==> src/design/occ_pkg.sv <==
// ----------------------------------------------------------------------------
// occ_pkg
// Shared types and defaults for the online covariance / correlation block.
// ----------------------------------------------------------------------------
package occ_pkg;

  localparam int SAMPLE_WIDTH_DEF         = 32;
  localparam int SAMPLE_FRACTION_BITS_DEF = 16;
  localparam int COUNT_WIDTH_DEF          = 32;

  // One input pair as it travels from the front to the back.
  typedef struct packed {
    logic [31:0] sx;
    logic [31:0] sy;
    logic        kept;
    logic        last;
  } item_t;

  // One result transaction.
  typedef struct packed {
    logic [31:0] value;
    logic        defined;
    logic [31:0] used;
  } result_t;

  // Divider request: num is left aligned, the top 64 or 128 bits are used.
  typedef struct packed {
    logic         start;
    logic [127:0] num;
    logic [63:0]  den;
    logic         long_div;
  } div_req_t;

  typedef struct packed {
    logic        busy;
    logic        done;
    logic [63:0] quo;
  } div_rsp_t;

endpackage

==> src/design/occ_outq.sv <==
// ----------------------------------------------------------------------------
// occ_outq
// Two-entry result queue between the back and the result port.
// ----------------------------------------------------------------------------
module occ_outq (
  input  logic             clk,
  input  logic             rst,
  input  logic             wr,
  input  occ_pkg::result_t wdata,
  output logic             full,
  output logic             empty,
  input  logic             pop,
  output occ_pkg::result_t rdata
);
  import occ_pkg::*;

  result_t    mem [2];
  logic       wptr;
  logic       rptr;
  logic [1:0] count;
  logic       put;
  logic       take;

  assign full  = (count == 2'd2);
  assign empty = (count == 2'd0);
  assign put   = wr & ~full;
  assign take  = pop & ~empty;
  assign rdata = mem[rptr];

  always_ff @(posedge clk) begin
    if (rst) begin
      wptr  <= 1'b0;
      rptr  <= 1'b0;
      count <= 2'd0;
    end else begin
      if (put) begin
        wptr <= ~wptr;
      end
      if (take) begin
        rptr <= ~rptr;
      end
      count <= count + {1'b0, put} - {1'b0, take};
    end
  end

  always_ff @(posedge clk) begin
    if (put) begin
      mem[wptr] <= wdata;
    end
  end

endmodule
==> config.mk <==
export PLATFORM = sky130hd
export DESIGN_NAME = occ_outq
export DESIGN_NICKNAME = d
export VERILOG_FILES = /design/src/design/occ_pkg.sv /design/src/design/occ_outq.sv
export SDC_FILE = /design/constraint.sdc
export NUM_CORES = 1
export LEC_CHECK = 0
export BUFFER_PORTS_ARGS = -buffer_cell sky130_fd_sc_hd__buf_4
export CAP_MARGIN = 20
export CORE_MARGIN = 2
export CORE_UTILIZATION = 56
export CTS_CLUSTER_SIZE = 8
export DETAILED_ROUTE_END_ITERATION = 7
export PLACE_DENSITY = 0.85
export SETUP_SLACK_MARGIN = 0.15
export SLEW_MARGIN = 40
export SYNTH_ARGS = -nofsm -noshare
export SYNTH_HDL_FRONTEND = slang
export SYNTH_SLANG_ARGS = --single-unit
==> constraint.sdc <==
create_clock -name clk -period 4.77 [get_ports clk]
set_input_delay 0.477 -clock clk [delete_from_list [all_inputs] [get_ports clk]]
set_output_delay 0.477 -clock clk [all_outputs]
set_load 0.005 [all_outputs]
After elaboration in Yosys (flattened, before gate mapping)
Memory sizes are Yosys's and may differ from the RTL's. A register that Yosys moved wholly into a read port is not among the register bits. Index checks and enable logic that the tools add are counted.

Output and inout bits: 67. Bits in registers: 4. Memory bits (writable): 130. Bits of input ports: 69. Word-level logic and storage cells: 18. Memories: 1.

Add/subtract/negate cells: 2. Equality and inequality tests: 1. Reduce and logical (&&, ||, !) cells: 1. Bitwise logic cells: 6. Multiplexer cells: 4.

Memory list: mem (depth 2, width 65, rd ports 1, clocked after Yosys merged registers in 1, write ports 1, RTL line occ_outq.sv:17) `result_t mem [2];`.

Operators with widths (count): $mux W1 (4); $not A1 Y1 (4); $add A2 B1 Y2 (1); $and A1 B1 Y1 (2); $eq A2 B2 Y1 const B (1); $logic_not A2 Y1 (1); $sub A2 B1 Y2 (1).

Longest topological paths before layout
Depth after elaboration: 5. Mapped depth: 8. Depth with buffers taken out: 8.

Least setup slack after synthesis
No wires, ideal clock.

Kind: input to register. Start: input port wr. End: memory mem[0][0] in the netlist's numbering, enable pin. Stages: 3. Setup slack: 2210 ps. Arrival: 2141 ps. Cells stage by stage: inv_1 -> or3_1 -> inv_1.

Longest elaborated chain between the ends: 3.

RTL lines: start: declaration (RTL line occ_outq.sv:8) `input logic wr,`; $and A1 B1 Y1 (RTL line occ_outq.sv:26) `assign put = wr & ~full;`; $mux W1 (RTL line occ_outq.sv:47) `if (put) begin`; $mux W1 (implied by the code) (RTL line occ_outq.sv:48) `mem[wptr] <= wdata;`; end: declaration (RTL line occ_outq.sv:17).

Every way passes these cells.

==> impl_metrics.ini <==
[sta]
final_max_slew_viol_count = 0
tightest_slew_ns = 0.609
min_period_ns = 2.68
fin_crit_sh_pct = 56.2
slew_headroom_pct = 59.4
setup_violations = 0
hold_viol_final = 0
fmax_mhz = 373
skew_ns = 0.0106
setup_tns_ns = 0
rsz0062_at_grt = false

[final_layout]
final_common_cell = buf_4
nets = 450
layout_common_cells = 138 x buf_4, 130 x edfxtp_1, 65 x mux2_2
layout-drive-gt1-share_pct = 61.0
area_growth_syn_to_layout_pct = 34.1
n_antenna_cell = 0

[setup_path]
crit_fanout = 43
max_stage_delay_ns = 0.74
required_ns = 4.29
setup.worst_path.start_class = register
path_common_cell = buf_4
criticalPathCategory = reg2out
r2r_slack_ns = 2.57
rr_endpoint = mem[0][41]
crit_arrival_ns = 2.20
r2r-start = count[0]
crit_buf_inv = 2
slowest_stage = dfxtp_4
crit_path_end_kind = output pin
rr_worst_depth = 5
critical_path.top_delay_family = flip-flops
crit_chain = buf_4, mux2_2, buf_4

[floorplanning]
coreArea_sq_um = 8640
die_x_um = 97.9
rows = 34
fp.dieH_um = 97.9
dieArea_sq_um = 9590
io_pins = 136
start_util_pct = 57.2

[global_route]
grt_overflow = 0
antenna_found_initial = 0
grt_max_degree = 44
grt_pass1_wl_mm = 14.4
grt_pass1_vias = 2904
grt_util_all_layers_pct = 20.1

[logic_synthesis]
ys_warn_count = 0
async_reset_ff_share_pct = 0
synth_nets = 300
syn_inst = 229
yosys.cell_types.count = 22
yosysSeqAreaShare_pct = 81.1
synth_top_family_by_area = multiplexers
yosys.area_share.adder_pct = 0.507
syn_avg_cell_area_sq_um = 21.6
synthSimpleGateAreaFrac_pct = 1.19
synth_seq_cells = 135
synth-compound-area-share_pct = 0.355
synth_area_sq_um = 4940
ys.flop_type = edfxtp_1
synth-edff-count = 130
synthXorXnorAreaFrac_pct = 0.355
synthMuxAreaShare_pct = 14.8

[placed_design]
portBuffers = 135
dp_hpwl_mm = 5.96
gp_congestion = 0.706

[clocking]
holdBufCountCts = 0
cts.clk_slew.worst_paths_ns = 0.06
cts_buffer_depth = 2
ctsHtreeMaxLevel = 4
post_cts_buffers = 0
clock_latency_ns = 0.51
cts_tree = built
cts_made_buffers = 17
clock_sinks = 135
root_buffer = clkbuf_8
cts.repair.resized = 0

[routing]
drc = 0
ant_nets = 0
vias_per_cell = 5.21
drt-wirelength-per-cell_um = 19.0
drt-total-wl_mm = 9.48
first_pass_iters = 4
num_vias = 2594
drt_iter0_drc = 117

[min_path]
hold_path_end = mem[1][6]
hold_start = wdata[6]
hp-class = in2reg
whs_path_depth = 1

[power_and_ir_drop]
ir_drop_v = 0.000331
p_per_area_nw_per_um2 = 562
cellLeakagePower_nw = 2.51
power_mw = 3.72

[status]
outcome = completed

[job]
cap_violations = 0
[how the worst max path moves through the flow]
stage | endpoint | slack [ns] | cells past startpoint
floorplan | mem[0][0] | 2.21 | 3
global placement | rdata[2] | 2.25 | 3
detailed placement | mem[0][37] | 2.51 | 5
CTS | rdata[40] | 2.04 | 3
global route | rdata[19] | 1.98 | 3
finish | rdata[19] | 2.09 | 3
[area by class of cell]
type / count / area (sq um)
inverter: 4 / 17.5
tap: 108 / 135
sequential: 135 / 4010
fill: 490 / 2010
timing repair buffer: 138 / 1040
clock inverter: 13 / 159
multi-input combinational: 83 / 855
clock buffer: 17 / 414
[worst register-to-register path, delay by kind of cell (launching register included)]
family                 cells  cell delay, ns
flip-flops                 1            0.39
AND/OR/NAND/NOR            2            0.54
buffers and inverters      3            0.92
[metrics by stage]
step	hold slack, ns	worst slack [ns]	instance area, sq um	cells	util (%)
finish	0.149	2.09	6620	498	76.7
global route	0.132	1.98	6620	498	76.7
CTS	0.131	2.04	6620	498	76.7
detailed placement	0.512	2.51	6050	468	70.1
global placement	0.467	2.25	6040	468	70.0
floorplan	0.451	2.21	4940	229	-
[cells by family after synthesis]
logic type                 count (synthesis)
adders and majority gates                  2
and+or+nand+nor                           11
buffers and inverters                     11
DFF                                      135
xor gates and xnor gates                   2
AOI/OAI and AO/OA                          3
muxes                                     65
[where the power goes]
| group | switching, mW | total (mW) | internal (mW) |
|---|---|---|---|
| logic | 0.349 | 0.853 | 0.504 |
| registers | 0.105 | 1.62 | 1.51 |
| clock network | 0.465 | 1.25 | 0.787 |
| total | 0.918 | 3.72 | 2.81 |
[sequential cells by signal (all words and copies together) (netlist names), named ones only]
register and cells:
wptr 1, rptr 1, count 2, mem 130
[synthesized netlist by cell type (2+ instances only)]
cell        n  share of area, %
inv_1       3              0.23
mux2_2     65                15
ha_1        2              0.51
buf_6       5               1.1
nor2_1      4              0.30
dfxtp_1     5               2.0
edfxtp_1  130                79
[metal layers]
metal | up-vias | global-route usage, % | wire [um]
met1 | 1289 | 21.3 | 3600
met3 | 9 | 6.16 | 525
met4 | 0 | 7.26 | 129
met2 | 102 | 37.6 | 5230
li1 | 1194 | - | -
met5 | - | 0 | 0
(Power assumes the default switching activity.)
