[src/design/occ_pkg.sv]
// ----------------------------------------------------------------------------
// occ_pkg
// Shared types and defaults for the online covariance / correlation block.
// ----------------------------------------------------------------------------
package occ_pkg;

  localparam int SAMPLE_WIDTH_DEF         = 32;
  localparam int SAMPLE_FRACTION_BITS_DEF = 16;
  localparam int COUNT_WIDTH_DEF          = 32;

  // One input pair as it travels from the front to the back.
  typedef struct packed {
    logic [31:0] sx;
    logic [31:0] sy;
    logic        kept;
    logic        last;
  } item_t;

  // One result transaction.
  typedef struct packed {
    logic [31:0] value;
    logic        defined;
    logic [31:0] used;
  } result_t;

  // Divider request: num is left aligned, the top 64 or 128 bits are used.
  typedef struct packed {
    logic         start;
    logic [127:0] num;
    logic [63:0]  den;
    logic         long_div;
  } div_req_t;

  typedef struct packed {
    logic        busy;
    logic        done;
    logic [63:0] quo;
  } div_rsp_t;

endpackage

[src/design/occ_front.sv]
// ----------------------------------------------------------------------------
// occ_front
// Input side: accepts pairs, drops pairs with no work, queues the rest.
// ----------------------------------------------------------------------------
module occ_front (
  input  logic          clk,
  input  logic          rst,
  input  logic          push,
  output logic          full,
  input  logic [31:0]   sample_x,
  input  logic [31:0]   sample_y,
  input  logic          x_present,
  input  logic          y_present,
  input  logic          group_end,
  output logic          item_valid,
  output occ_pkg::item_t item,
  input  logic          item_ready
);
  import occ_pkg::*;

  item_t       mem [2];
  logic        wptr;
  logic        rptr;
  logic [1:0]  count;
  logic        kept;
  logic        store;
  logic        take;

  assign kept       = x_present & y_present;
  assign full       = (count == 2'd2);
  // a pair with a missing sample and no group end changes nothing
  assign store      = push & ~full & (kept | group_end);
  assign item_valid = (count != 2'd0);
  assign item       = mem[rptr];
  assign take       = item_valid & item_ready;

  always_ff @(posedge clk) begin
    if (rst) begin
      wptr  <= 1'b0;
      rptr  <= 1'b0;
      count <= 2'd0;
    end else begin
      if (store) begin
        wptr <= ~wptr;
      end
      if (take) begin
        rptr <= ~rptr;
      end
      count <= count + {1'b0, store} - {1'b0, take};
    end
  end

  always_ff @(posedge clk) begin
    if (store) begin
      mem[wptr] <= '{sx: sample_x, sy: sample_y, kept: kept, last: group_end};
    end
  end

endmodule

[config.mk]
export PLATFORM = sky130hd
export DESIGN_NAME = occ_front
export DESIGN_NICKNAME = d
export VERILOG_FILES = /design/src/design/occ_pkg.sv /design/src/design/occ_front.sv
export SDC_FILE = /design/constraint.sdc
export NUM_CORES = 1
export LEC_CHECK = 0
export ABC_AREA = 0
export BUFFER_PORTS_ARGS = -buffer_cell sky130_fd_sc_hd__clkbuf_2
export CAP_MARGIN = 20
export CORE_ASPECT_RATIO = 2
export CORE_MARGIN = 5
export CORE_UTILIZATION = 50
export CTS_CLUSTER_SIZE = 30
export DETAILED_ROUTE_END_ITERATION = 8
export MAX_ROUTING_LAYER = met4
export PLACE_DENSITY = 0.8
export SYNTH_ARGS = -nofsm -noshare
export SYNTH_HDL_FRONTEND = slang
export SYNTH_SLANG_ARGS = --single-unit
export TNS_END_PERCENT = 100
[constraint.sdc]
create_clock -name clk -period 6.8 [get_ports clk]
set_input_delay 0.68 -clock clk [delete_from_list [all_inputs] [get_ports clk]]
set_output_delay 0.68 -clock clk [all_outputs]
set_load 0.005 [all_outputs]
# ---- Yosys cells after proc, flatten, opt, wreduce, memory -nomap -nowiden
# Memories as Yosys holds them, arrays and structs flattened. A register that Yosys moved wholly into a read port is not among the register bits.
# Index checks and enable logic that the tools add are counted.
dict set report word_totals {
  register_bits 4
  memories 1
  ramBits 132
  word_cells 20
  out_inout_bits 68
  in_bits 71
}
dict set report op_classes {
  n_mux 4
  eq_ne 1
  n_reduce_logical 1
  bitwise_logic 8
  add_sub_neg 2
}
# name depth word_bits read_ports rd_ports_with_merged_regs wr line_no
set memory_table {}
lappend memory_table {mem 2 66 1 1 1 occ_front.sv:21} ;# item_t mem [2];
# cell count
set ops {}
lappend ops {{1-bit AND} 4}
lappend ops {{1-bit two-way mux} 4}
lappend ops {{1-bit inverter} 3}
lappend ops {{2-bit by 1-bit adder with 2-bit output} 1}
lappend ops {{2-bit equality test, second input constant} 1}
lappend ops {{2-bit nonzero test} 1}
lappend ops {{2-bit by 1-bit subtractor with 2-bit output} 1}
lappend ops {{1-bit bitwise OR} 1}

# ---- Longest topological paths before layout
# Gate-level depths: netlist of run 1.
dict set report depth {
  ltp_word 6
  mapped_depth 8
}

# ---- Worst setup path after synthesis of run 1
# Ideal clock, no wire load.
dict set report synth_timing {
  path_kind {input to register}
  startpoint {input x_present}
  endpoint {memory mem[0][0] (netlist bit), enable pin}
  arrival_time_ns 3.740
  required_time_ns 6.310
  path_slack_ns 2.569
  n_path_buf 0
  setup_ns 0.490
  cell_stages 3
  path_cell_list {and2_2 > o221ai_4 > nor2_1}
}
dict set report synth_between {
  elab_chain_len 5
}
# item line_no
set synth_lines {}
lappend synth_lines {{start: declaration} occ_front.sv:12} ;# input logic x_present,
lappend synth_lines {{1-bit AND} occ_front.sv:29} ;# assign kept = x_present & y_present;
lappend synth_lines {{1-bit bitwise OR} occ_front.sv:32} ;# assign store = push & ~full & (kept | group_end);
lappend synth_lines {{1-bit AND} occ_front.sv:32}
lappend synth_lines {{1-bit two-way mux} occ_front.sv:54} ;# if (store) begin
lappend synth_lines {{1-bit two-way mux (implied by the code)} occ_front.sv:55} ;# mem[wptr] <= '{sx: sample_x, sy: sample_y, kept: kept, last: group_end};
lappend synth_lines {{end: declaration} occ_front.sv:21}
# No other way between the ends.

==> impl_metrics.toml, run 1 <==
[grt]
grt_first_pass_wirelength_um = 14200
grt_pass1_vias = 2848
grtUsageTotal_pct = 16.0
gr-total-overflow = 0
grt_max_degree = 67
grt_antenna_before_repair = 0

[sta]
setup_tns_ps = 0
rsz0062_at_grt = "no"
fin_crit_sh_pct = 40.2
worst_slew_pin_slew_ps = 1080
final.setup_skew_ps = 5.38
slew_headroom_pct = 28.1
finalCriticalPeriod_ps = 2730
slew_viol_final = 0
fmax_mhz = 366
setup_viol = 0
holdWs_ps = 464
finalHoldViolations = 0

[critical_path]
cp.arrival_ps = 2050
crit_type = "reg2out"
endpoint_kind = "output port"
cp.required_ps = 6120
start_kind = "register"
worstPathMaxFanout = 66

[floorplanning]
start_util_pct = 51.1
die_y_um = 154
ios = 139
fp.coreArea_um2 = 10100
num_rows = 52
die_area_um2 = 12600
die_x_um = 82.0

[route]
drcViolationCount = 0
antenna_left = 0
dr.max_layer_used = "met4"
wl_per_cell_um = 17.4
routed_wl_um = 9250
met3_length_um = 487
vias = 2589
drt_iter0_markers = 164
drt-met1-wl_um = 3100
viasPerCell = 4.87
met2_length_um = 5480
first_pass_iters = 4

[place]
place_congestion = 0.778
place_hpwl_um = 6490
numPortBuffers = 138
placed_cell_area_um2 = 6010

[logic_synthesis]
synth.distinct_cells = 15
syn_avg_cell_area_um2 = 22.3
yosys.area.top_type_share_pct = 76.4
synth-compound-area-share_pct = 0.652
synth_cells = 232
yosysMostFrequentCell = "edfxtp_1"
synth_area_leaders = "edfxtp_1 (76%), mux2_4 (12%), mux2_2 (5.6%)"
synth-edff-count = 132
yosys_most_used_dff = "edfxtp_1"
synthAdderAreaFrac_pct = 0.483
synth_seq_area_share_pct = 78.4
synth_simple_gate_area_share_pct = 0.965
synth_top_family_by_area = "multiplexers"
yosysTopAreaCell = "edfxtp_1"
synth_mux_area_share_pct = 17.5
async_flop_share_pct = 0
yosys-top-cells-count = "edfxtp_1 (132), mux2_4 (41), mux2_2 (26)"
synth_area_um2 = 5180
synth-seq-cells = 137
yosysWarnings = 0
synth_xor_area_share_pct = 0.507
synth_fp_nets = 305

[finish]
syn2layout_area_growth_pct = 26.4
finish.instance_area_um2 = 6560
n_fill_cell = 762
multi_input_area_um2 = 1060
diodes = 0
nNetsFinal = 457
register_area_um2 = 4070
final_layout_size_suffix_gt1_share_pct = 60.7

[clocking]
clock_insertion_delay_worst_skew_ps = 400
cts_sinks = 137
clk_root_buffer_cell = "clkbuf_16"
clockBufferDepth = 2
cts_buffers = 17
path_clk_slew_ps = 60
cts_resized = 0
ctsHoldBuffers = 0
post_cts_buffers = 0
h-tree-depth = 4
cts_tree = "done"

[pwr]
p_leak_nw = 2.56
peakVddDrop_uv = 377
total_power_mw = 2.34
power_per_cell_area_nw_per_um2 = 358

[hold_path]
hp-class = "in2reg"

[run_status]
status = "finished clean"

[flow_run]
max_cap_violations = 0
## cell usage in the layout (no fill, tap or decap), drive strengths merged
cell      instances
and2              1
buf               2
bufinv            1
clkbuf          161
clkinv            6
clkinvlp          2
dfxtp             5
edfxtp          132
ha                2
inv               3
mux2             67
nor2              8
nor2b             1
o21a              1
o221ai            1
or2               1
xnor2             3
## metal layers
metal  global-route usage [%]  vias to the layer above
met3                     4.10                       13
met1                     14.9                     1271
met5                        -                        -
met2                     28.9                       87
li1                         -                     1218
met4                     7.53                        0
## layout make-up
| cell class | instances | area share, % |
|---|---|---|
| clock buffers | 23 | 7.14 |
| clock inverters | 9 | 1.15 |
| inverters | 3 | 0.172 |
| multi-input cells | 85 | 16.1 |
| flip-flops and latches | 137 | 62.1 |
| well taps | 135 | 2.58 |
| repair buffers | 140 | 10.8 |
## cell families after synthesis
kind of cell               count (synthesis)
AOI/OAI and AO/OA                          2
xor gates and xnor gates                   3
adders and majority gates                  2
buffers and inverters                     10
DFF                                      137
muxes                                     67
and+or+nand+nor                           11
## worst paths after layout
check | startpoint | to | slack [ps] | depth (start not counted)
setup reg to reg | count[1] | mem[0][60] | 4500 | 4
setup / recovery | register | item[12] | 4070 | 2
hold / removal | sample_y[14] | mem[0][16] | 460 | 1
hold reg to reg | rptr | register | 510 | 2
## sequential cells by signal (all words and copies together), names as in the netlist, named ones only
| register | cells |
|---|---|
| rptr | 1 |
| wptr | 1 |
| mem | 132 |
| count | 2 |
## through the flow
step | utilization (%) | setup WS [ps] | cells
6_report | 64.6 | 4070 | 532
5_1_grt | 64.6 | 3960 | 532
3_3_place_gp | 59.2 | 4050 | 500
3_5_place_dp | 59.2 | 3950 | 500
2_1_floorplan | - | 2570 | 232
4_1_cts | 64.6 | 4010 | 532
## where the power goes
part	total [mW]	switching, mW	internal (mW)	leakage [nW]
sequential	1.10	0.0824	1.02	1.26
combinational	0.422	0.159	0.263	1.04
clock	0.824	0.306	0.517	0.266
total	2.34	0.548	1.80	2.56
## critical path: stages, from the launching register on
cell,delay [ps]
dfxtp_4,1040
mux2_2,430
clkbuf_2,120
No activity file was read; power rests on OpenSTA's default activity.
==> run 2, diff against run 1 <==
==> constraint.sdc (replaced) <==
create_clock -name clk -period 2.7 [get_ports clk]
set_input_delay 0.27 -clock clk [delete_from_list [all_inputs] [get_ports clk]]
set_output_delay 0.27 -clock clk [all_outputs]
set_load 0.005 [all_outputs]
==> run 2 against run 1 <==
Net effect: cell count rose by 0.75%; worst setup slack worse by 3600 ps; core utilization rose by 0.74 points; die area stayed put; global-route usage grew 1.0 points; critical path depth grew 1; flip-flop and latch count stayed put; register-to-register slack worse by 3500 ps; design area is 1.1% higher; clock power grew to 2.7 times the previous value; highest routed layer unchanged.
==> impl_metrics.toml, run 2 (synthesized netlist as in run 1, its figures left out) <==
[run_status]
status = "finished clean"

[clocking]
path_clk_slew_ps = 60
cts_buffers = 17
clk_root_buffer_cell = "clkbuf_16"
h-tree-depth = 4
clock_insertion_delay_worst_skew_ps = 410
cts_tree = "done"
post_cts_buffers = 0
cts_sinks = 137
ctsHoldBuffers = 0
clockBufferDepth = 2
cts_resized = 0

[flow_run]
max_cap_violations = 0

[critical_path]
cp.arrival_ps = 1910
endpoint_kind = "output port"
start_kind = "register"
reg2reg_from = "count[1]"
worstPathMaxFanout = 25
crit_type = "reg2out"
cp.required_ps = 2430

[route]
first_pass_iters = 4
antenna_left = 0
vias = 2628
viasPerCell = 4.90
routed_wl_um = 9620
drcViolationCount = 0
wl_per_cell_um = 18.0
drt_iter0_markers = 135

[place]
numPortBuffers = 138
place_congestion = 0.736
place_hpwl_um = 6780
dpl_worst_slack_ps = 906

[pwr]
p_leak_nw = 2.61
power_per_cell_area_nw_per_um2 = 919
peakVddDrop_uv = 619

[floorplanning]
ios = 139
fp.coreArea_um2 = 10100
die_y_um = 154
die_x_um = 82.0
die_area_um2 = 12600
start_util_pct = 51.1
num_rows = 52

[grt]
gr-total-overflow = 0
grt_max_degree = 39
grtUsageTotal_pct = 17.0
grt_antenna_before_repair = 0
grt_pass1_vias = 2926
grt_first_pass_wirelength_um = 14900

[sta]
fmax_mhz = 458
slew_viol_final = 0
setup_viol = 0
rsz0062_at_grt = "no"
slew_headroom_pct = 65.9
finalHoldViolations = 0
finalCriticalPeriod_ps = 2180
worst_slew_pin_slew_ps = 512
final.setup_skew_ps = 6.71
setup_tns_ps = 0
layout_setup_ws_ps = 515
fin_crit_sh_pct = 80.9

[finish]
final_layout_size_suffix_gt1_share_pct = 61.3
top_register = "mem"
nNetsFinal = 462
top_regs = "mem (132), count (2)"
largest_register_ff_count = 132
final_common_cell = "clkbuf_2"
layout_common_cells = "clkbuf_2 (138), edfxtp_1 (132), mux2_4 (41), mux2_2 (26), clkbuf_16 (17)"
syn2layout_area_growth_pct = 27.9
n_fill_cell = 740
diodes = 0

[hold_path]
hp-class = "in2reg"
hp-start = "sample_x[28]"
==> run 2: area by class of cell <==
| class | count | area [µm²] | area share, % |
|---|---|---|---|
| Clock buffer | 17 | 425 | 6.42 |
| Inverter | 3 | 11.3 | 0.170 |
| Timing Repair Buffer | 145 | 743 | 11.2 |
| Clock inverter | 14 | 155 | 2.34 |
| Tap cell | 135 | 169 | 2.55 |
| Sequential cell | 137 | 4070 | 61.4 |
| Multi-Input combinational cell | 85 | 1060 | 16.0 |
==> run 2: critical path, cell delays in order, from the launching register on <==
cell	delay (ps)
dfxtp_4	610
buf_4	390
mux2_2	390
clkbuf_2	110
==> run 2: per-layer routing <==
metal | global-route usage (%) | vias up | share of wire, %
met5 | - | - | 0
met4 | 7.77 | 0 | 2.6
met3 | 6.38 | 19 | 7.2
met2 | 30.6 | 113 | 59
met1 | 14.8 | 1273 | 31
li1 | - | 1223 | -
==> run 2: power breakdown <==
part           leakage (nW)  switching, mW  internal, mW  total (mW)
sequential             1.26          0.115          2.56        2.67
clock                 0.286          0.807          1.43        2.24
combinational          1.06          0.510         0.670        1.18
total                  2.61           1.43          4.66        6.09
==> run 2: worst paths after layout <==
path | endpoint | slack [ps] | depth (start not counted)
min reg2reg | register | 520 | 2
max reg2reg | count[1] | 980 | 8
max | item[24] | 520 | 3
min | mem[0][62] | 50 | 1
==> run 2: through the flow <==
| step | util [%] | instance area (µm²) | total power, mW | instances | hold WS, ps |
|---|---|---|---|---|---|
| floorplan | - | 5190 | 3.47 | 232 | 342 |
| global placement | 59.6 | 6050 | 3.88 | 505 | 459 |
| detailed placement | 59.6 | 6050 | 3.92 | 505 | 463 |
| CTS | 65.3 | 6630 | 6.17 | 536 | 27.0 |
| global route | 65.3 | 6630 | 6.36 | 536 | 22.8 |
| finish | 65.3 | 6630 | 6.09 | 536 | 46.2 |
